==> config.mk <==
export PLATFORM = sky130hd
export DESIGN_NAME = sorted_min_priority_queue
export DESIGN_NICKNAME = d
export VERILOG_FILES = /design/src/rtl/smpq_pkg.sv /design/src/rtl/smpq_cell.sv /design/src/rtl/sorted_min_priority_queue.sv
export SDC_FILE = /design/constraint.sdc
export NUM_CORES = 2
export LEC_CHECK = 0
export BUFFER_PORTS_ARGS = -buffer_cell sky130_fd_sc_hd__buf_2
export CAP_MARGIN = 20
export CELL_PAD_IN_SITES_DETAIL_PLACEMENT = 0
export CELL_PAD_IN_SITES_GLOBAL_PLACEMENT = 1
export CORE_UTILIZATION = 51
export DETAILED_ROUTE_END_ITERATION = 8
export PLACE_DENSITY = 0.91
export SLEW_MARGIN = 20
export SYNTH_ARGS = -nofsm -noshare
export SYNTH_HDL_FRONTEND = slang
export SYNTH_SLANG_ARGS = --single-unit
==> constraint.sdc <==
create_clock -name i_clk -period 7.8 [get_ports i_clk]
set_clock_uncertainty 0.1 [all_clocks]
set_input_delay 1.56 -clock i_clk [delete_from_list [all_inputs] [get_ports i_clk]]
set_output_delay 1.56 -clock i_clk [all_outputs]
set_load 0.01 [all_outputs]
==> src/rtl/smpq_pkg.sv <==
// ----------------------------------------------------------------------------
// smpq_pkg: shared types and codes for the sorted minimum priority queue.
// Holds the operation and status codes and the control word sent to cells.
// ----------------------------------------------------------------------------
package smpq_pkg;

    // Operation codes carried on the input word.
    localparam logic OP_PUSH = 1'b0;
    localparam logic OP_POP  = 1'b1;

    // Status codes carried on the result word.
    localparam logic [1:0] ST_OK    = 2'd0;
    localparam logic [1:0] ST_FULL  = 2'd1;
    localparam logic [1:0] ST_EMPTY = 2'd2;

    // Control word broadcast to every cell of the chain.
    typedef struct packed {
        logic ins;   // an insert is taking effect this cycle
        logic rem;   // a removal of the head is taking effect this cycle
    } t_cell_ctrl;

endpackage

==> src/rtl/smpq_cell.sv <==
// ----------------------------------------------------------------------------
// smpq_cell: one slot of the sorted chain.
// Compares its key with the incoming key and keeps, loads, or takes a
// neighbor's key so that the chain stays in ascending order.
// ----------------------------------------------------------------------------
module smpq_cell #(
    parameter int KEY_WIDTH = 32
) (
    input  logic                  i_clk,
    input  smpq_pkg::t_cell_ctrl  i_ctrl,
    input  logic [KEY_WIDTH-1:0]  i_key,
    input  logic                  i_slot_valid,
    input  logic                  i_prev_lt,
    input  logic [KEY_WIDTH-1:0]  i_prev_key,
    input  logic [KEY_WIDTH-1:0]  i_next_key,
    output logic [KEY_WIDTH-1:0]  o_key,
    output logic [KEY_WIDTH-1:0]  o_key_next,
    output logic                  o_lt
);

    logic [KEY_WIDTH-1:0] r_key;
    logic [KEY_WIDTH-1:0] n_key;
    logic                 w_lt;

    // A held key that is smaller than the new key stays where it is.
    assign w_lt = i_slot_valid && (r_key < i_key);

    always_comb begin
        n_key = r_key;
        if (i_ctrl.ins) begin
            if (w_lt) begin
                n_key = r_key;
            end else if (i_prev_lt) begin
                n_key = i_key;
            end else begin
                n_key = i_prev_key;
            end
        end else if (i_ctrl.rem) begin
            n_key = i_next_key;
        end
    end

    always_ff @(posedge i_clk) begin
        r_key <= n_key;
    end

    assign o_key      = r_key;
    assign o_key_next = n_key;
    assign o_lt       = w_lt;

endmodule

==> src/rtl/sorted_min_priority_queue.sv <==
// The result word for an operation is registered, so it is presented in the
// cycle after the operation word is accepted.
// One push or pop per cycle; every cell compares and shifts in
// parallel, so the rate is set only by the output register being drained.
// Reset clears the entry count and the output valid; cell keys are not reset.
// ----------------------------------------------------------------------------
// sorted_min_priority_queue: bounded min priority queue kept as a sorted chain.
// A row of compare-and-shift cells holds the keys in ascending order, so the
// smallest key always sits in the first cell.
// ----------------------------------------------------------------------------
module sorted_min_priority_queue #(
    parameter int CAPACITY  = 16,
    parameter int KEY_WIDTH = 32
) (
    input  logic        i_clk,
    input  logic        i_rst_n,
    // Operation channel.
    input  logic        i_in_valid,
    output logic        o_in_stall,
    input  logic        i_operation,
    input  logic [31:0] i_value,
    // Result channel.
    output logic        o_out_valid,
    input  logic        i_out_stall,
    output logic [31:0] o_smallest,
    output logic [4:0]  o_entry_count,
    output logic        o_is_empty,
    output logic        o_is_full,
    output logic [1:0]  o_status
);

    localparam int CNT_W  = $clog2(CAPACITY + 1);
    localparam int EXT_W  = (KEY_WIDTH > 32) ? KEY_WIDTH : 32;
    localparam int CEXT_W = (CNT_W > 5) ? CNT_W : 5;
    localparam logic [CNT_W-1:0] CAP_CNT = CNT_W'(CAPACITY);

    logic                 r_out_valid;
    logic [CNT_W-1:0]     r_count;
    logic [CNT_W-1:0]     n_count;
    logic [31:0]          r_smallest;
    logic [4:0]           r_entry_count;
    logic                 r_is_empty;
    logic                 r_is_full;
    logic [1:0]           r_status;

    logic                 w_accept;
    logic                 w_full;
    logic                 w_empty;
    logic [1:0]           w_status;
    logic [EXT_W-1:0]     w_value_ext;
    logic [KEY_WIDTH-1:0] w_new_key;
    logic [EXT_W-1:0]     w_head_ext;
    logic [CEXT_W-1:0]    w_count_ext;
    smpq_pkg::t_cell_ctrl w_ctrl;

    logic [KEY_WIDTH-1:0] w_key      [CAPACITY];
    logic [KEY_WIDTH-1:0] w_key_next [CAPACITY];
    logic                 w_lt       [CAPACITY];

    // The output register decouples the two sides: a new word is taken
    // whenever the result register is empty or is being drained.
    assign o_in_stall = r_out_valid && i_out_stall;
    assign w_accept   = i_in_valid && !o_in_stall;

    assign w_full  = (r_count == CAP_CNT);
    assign w_empty = (r_count == '0);

    // Only the low KEY_WIDTH bits of the value take part in ordering.
    assign w_value_ext = EXT_W'(i_value);
    assign w_new_key   = w_value_ext[KEY_WIDTH-1:0];

    // Decide whether the operation takes effect or is dropped with an error.
    always_comb begin
        w_ctrl   = '0;
        w_status = smpq_pkg::ST_OK;
        n_count  = r_count;
        if (i_operation == smpq_pkg::OP_POP) begin
            if (w_empty) begin
                w_status = smpq_pkg::ST_EMPTY;
            end else begin
                w_ctrl.rem = w_accept;
                if (w_accept) begin
                    n_count = r_count - 1'b1;
                end
            end
        end else begin
            if (w_full) begin
                w_status = smpq_pkg::ST_FULL;
            end else begin
                w_ctrl.ins = w_accept;
                if (w_accept) begin
                    n_count = r_count + 1'b1;
                end
            end
        end
    end

    // The chain of cells. Slot i holds a valid key when i is below the count.
    // The first cell sees a neighbor that is always "less", so an insert that
    // reaches it loads the new key there.
    genvar gi;
    generate
        for (gi = 0; gi < CAPACITY; gi++) begin : g_cell
            logic                 w_prev_lt;
            logic [KEY_WIDTH-1:0] w_prev_key;
            logic [KEY_WIDTH-1:0] w_next_key;

            if (gi == 0) begin : g_first
                assign w_prev_lt  = 1'b1;
                assign w_prev_key = w_key[gi];
            end else begin : g_mid
                assign w_prev_lt  = w_lt[gi-1];
                assign w_prev_key = w_key[gi-1];
            end

            if (gi == CAPACITY - 1) begin : g_last
                assign w_next_key = w_key[gi];
            end else begin : g_inner
                assign w_next_key = w_key[gi+1];
            end

            smpq_cell #(
                .KEY_WIDTH (KEY_WIDTH)
            ) u_cell (
                .i_clk        (i_clk),
                .i_ctrl       (w_ctrl),
                .i_key        (w_new_key),
                .i_slot_valid (CNT_W'(gi) < r_count),
                .i_prev_lt    (w_prev_lt),
                .i_prev_key   (w_prev_key),
                .i_next_key   (w_next_key),
                .o_key        (w_key[gi]),
                .o_key_next   (w_key_next[gi]),
                .o_lt         (w_lt[gi])
            );
        end
    endgenerate

    // The result reflects the queue after the operation, so it is built from
    // the next head key and the next count.
    assign w_head_ext  = EXT_W'(w_key_next[0]);
    assign w_count_ext = CEXT_W'(n_count);

    always_ff @(posedge i_clk) begin
        if (!i_rst_n) begin
            r_count     <= '0;
            r_out_valid <= 1'b0;
        end else begin
            r_count <= n_count;
            if (w_accept) begin
                r_out_valid <= 1'b1;
            end else if (!i_out_stall) begin
                r_out_valid <= 1'b0;
            end
        end
    end

    always_ff @(posedge i_clk) begin
        if (w_accept) begin
            r_smallest    <= (n_count == '0) ? 32'd0 : w_head_ext[31:0];
            r_entry_count <= w_count_ext[4:0];
            r_is_empty    <= (n_count == '0);
            r_is_full     <= (n_count == CAP_CNT);
            r_status      <= w_status;
        end
    end

    assign o_out_valid   = r_out_valid;
    assign o_smallest    = r_smallest;
    assign o_entry_count = r_entry_count;
    assign o_is_empty    = r_is_empty;
    assign o_is_full     = r_is_full;
    assign o_status      = r_status;

endmodule

==> run metrics <==
largest net degree at the start of global routing=193; crit path DAT=6.09 ns; wire per inst=22.6 um; PortBufs=79; Yosys reg bits=559; peak supply drop=233 uV; Initial Utilization=0.519; outcome=finished clean; final hold viol count=0; Syn Inst Count=3,808; startpoint types=primary input; Root Driver=clkbuf_16; Slew @ Worst Pin=1.22 ns; RSZ-0062 raised after global routing=false; CP bufs+invs=5; H-tree depth=2; Yosys top cell area share=0.403; vias in the first global route=29,600; synth top area cells=edfxtp_1, ha_1, mux2i_1, o21ai_0, a21oi_1; Initial DRC Count=2,974; setup bufs post-CTS=0; crit share post-route=0.746; CP top delay family=compound AO/OA/AOI/OAI gates; Routed WL=108,000 um; Die Width=278 um; Hold Crit Endpoint=g_cell[0].u_cell.o_key[11]; Site Rows=100; R2R setup slack=3.30 ns; io pins=80; DIE AREA=77,200 um^2; Tot GR Track Use=0.275; vias per cell=6.41; Die Height=278 um; R2R depth=9; initial antenna violation count=3; Final WS setup=1.98 ns; synthesized area=38,800 um^2; routability cong.=0.953; CP endpoint kind=register; Yosys top cell by area=edfxtp_1; WS Path Type=in -> reg; sequential share of the synthesized area=0.423; Post-synth EDFFs=521; Post-CTS Hold Buffers=0; detailed placement HPWL=77,600 um; min-delay src=g_cell[0].u_cell.o_key[11]; worst skew pair latency=0.65 ns; area of the multi-input gates=21,300 um^2; CP peak stage delay=1.08 ns; syn avg cell area=10.2 um^2; critical path peak fanout=33; hold path depth=2; CTS tree=built; terminus of the critical flop-to-flop path=g_cell[5].u_cell.o_key[25]; Post-Syn Nets=4,344; first-pass GRT wire length=169,000 um; fillers=6,453; CP cell instances=buf_2 -> inv_1 -> buf_4 -> ha_1 -> a21oi_1 -> o21ai_0 -> a2111oi_0 -> o311ai_0 -> a21oi_4 -> buf_4 -> o21ai_2 -> buf_4; Post-layout nets=4,292; Cell variety after synth=71; achievable frequency=0.172 GHz; sequential cell area=16,400 um^2; maxcap violations=0; Max Slew Vio Count=0; setup TNS=0 ns; Setup WS pre-CTS=1.47 ns; PwrDens=219 nW/um^2; final hold slack=0.441 ns; Async SR Flop Fraction=0; CTS clk-pin slew, worst paths=0.06 ns; most common cell after layout, fill and taps aside=edfxtp_1; total CTS buffers=60; clock sink count=559; drt pass-1 iters=5; RR Startpoint=g_cell[5].u_cell.o_key[23]; most frequent cells in the layout=edfxtp_1, ha_1, mux2i_1; Worst Path Required=8.08 ns; Remaining DRCs=0; antenna-violating nets left=0; Hold WC Path Type=reg -> reg; Critical Path Slowest Stage Cell=a2111oi_0; Area Overhead vs Synth=8.55%; ys flop type=edfxtp_1; Resized Gates After CTS=0; share of layout cells above drive strength 1=0.0846; Setup Viol. Count Final=0; slew margin rel.=0.163; Placeable Area=74,800 um^2; largest buffer count on any clock path=3; grt total ovfl=0; via count=30,600; cell mode on critical path=buf_4; Tmin final=5.82 ns; yosys warns=0; LEAKAGE=16.8 nW; Final Power=0.00925 W
## routing by layer
layer / part of all wire / global-route usage / routed length, um / vias up
li1: - / - / - / 14400
met1: 0.44 / 0.391 / 48000 / 14900
met2: 0.46 / 0.438 / 49400 / 1191
met3: 0.078 / 0.0434 / 8460 / 168
met4: 0.020 / 0.0643 / 2150 / 4
met5: 0.00023 / 0 / 25 / -
## final cells by class
type                            instances  share of cell area
Antenna cell                            1           0.0000594
Clock buffer                           91              0.0408
Clock inverter                         22             0.00591
Inverter                               46             0.00410
Multi-Input combinational cell       2937               0.506
Sequential cell                       559               0.389
Tap cell                              969              0.0288
Timing Repair Buffer                  152              0.0247
## metrics by stage
stage	cells	instance area, um^2	util
floorplan	3808	38800	-
global placement	4660	40100	0.536
detailed placement	4660	40100	0.536
CTS	4773	42000	0.562
global route	4777	42100	0.563
finish	4777	42100	0.563
## cells in the mapped netlist, types with 3 or more instances
master / number
a21oi_2: 6
o21ai_0: 368
nor2b_1: 26
nand3_1: 11
o22ai_1: 31
a41oi_1: 6
mux2i_1: 384
o22ai_2: 4
buf_6: 8
nand2_1: 348
a2111oi_0: 15
nor3_1: 86
a311oi_1: 31
and3_1: 6
a21oi_1: 309
buf_4: 20
o311ai_0: 5
o21a_1: 12
o21ai_1: 21
a2111o_1: 6
and2_1: 12
nor2_1: 345
nand4_1: 93
o31ai_1: 4
edfxtp_1: 521
nor4_1: 3
dfxtp_1: 38
a21o_1: 78
a211oi_1: 55
clkbuf_1: 186
buf_1: 13
nand2b_1: 10
mux2_2: 32
inv_1: 45
ha_1: 499
or4_1: 4
buf_2: 39
or3_1: 3
o211ai_1: 15
a221oi_1: 8
and4_1: 20
a31oi_1: 47
## registers in the layout (all words and copies together), names as in the netlist
register	cells
o_is_full	1
g_cell.u_cell.o_key	512
r_count	5
o_out_valid	1
o_status	2
o_is_empty	1
o_smallest	32
o_entry_count	5
## cells by family (layout without fill, tap and decap cells)
group | Yosys count | after routing | synth area share
mux | 416 | 416 | 0.108
fa+ha+maj | 499 | 499 | 0.161
simple gates | 975 | 975 | 0.112
compound gates | 1046 | 1046 | 0.161
xor+xnor | 1 | 1 | 0.000226
flops | 559 | 559 | 0.423
buf+inv | 312 | 311 | 0.0349
other cells | 0 | 1 | 0
## worst min-delay path, delay by kind of cell, from the launching register on
family	cells	cell delay [ns]
flip-flops	1	0.35
AND/OR/NAND/NOR	2	0.16
## worst max path at each step
stage / startpoint / endpoint / slack (ns) / cells after the start
finish: i_value[20] / g_cell[5].u_cell.o_key[25] / 1.98 / 12
global route: i_value[23] / g_cell[5].u_cell.o_key[25] / 1.84 / 12
CTS: i_value[20] / g_cell[5].u_cell.o_key[29] / 2.13 / 12
detailed placement: i_value[20] / g_cell[5].u_cell.o_key[29] / 1.47 / 12
global placement: i_value[20] / g_cell[5].u_cell.o_key[29] / 1.62 / 12
floorplan: i_value[22] / g_cell[1].u_cell.o_key[0] / 1.28 / 9
## power by group
part	total [W]	internal (W)	switching [W]
Sequential	0.00411	0.00379	0.000322
Clock	0.00294	0.00168	0.00126
Combinational	0.00219	0.000834	0.00136
Total	0.00925	0.00631	0.00294
(Power assumes the default switching activity.)
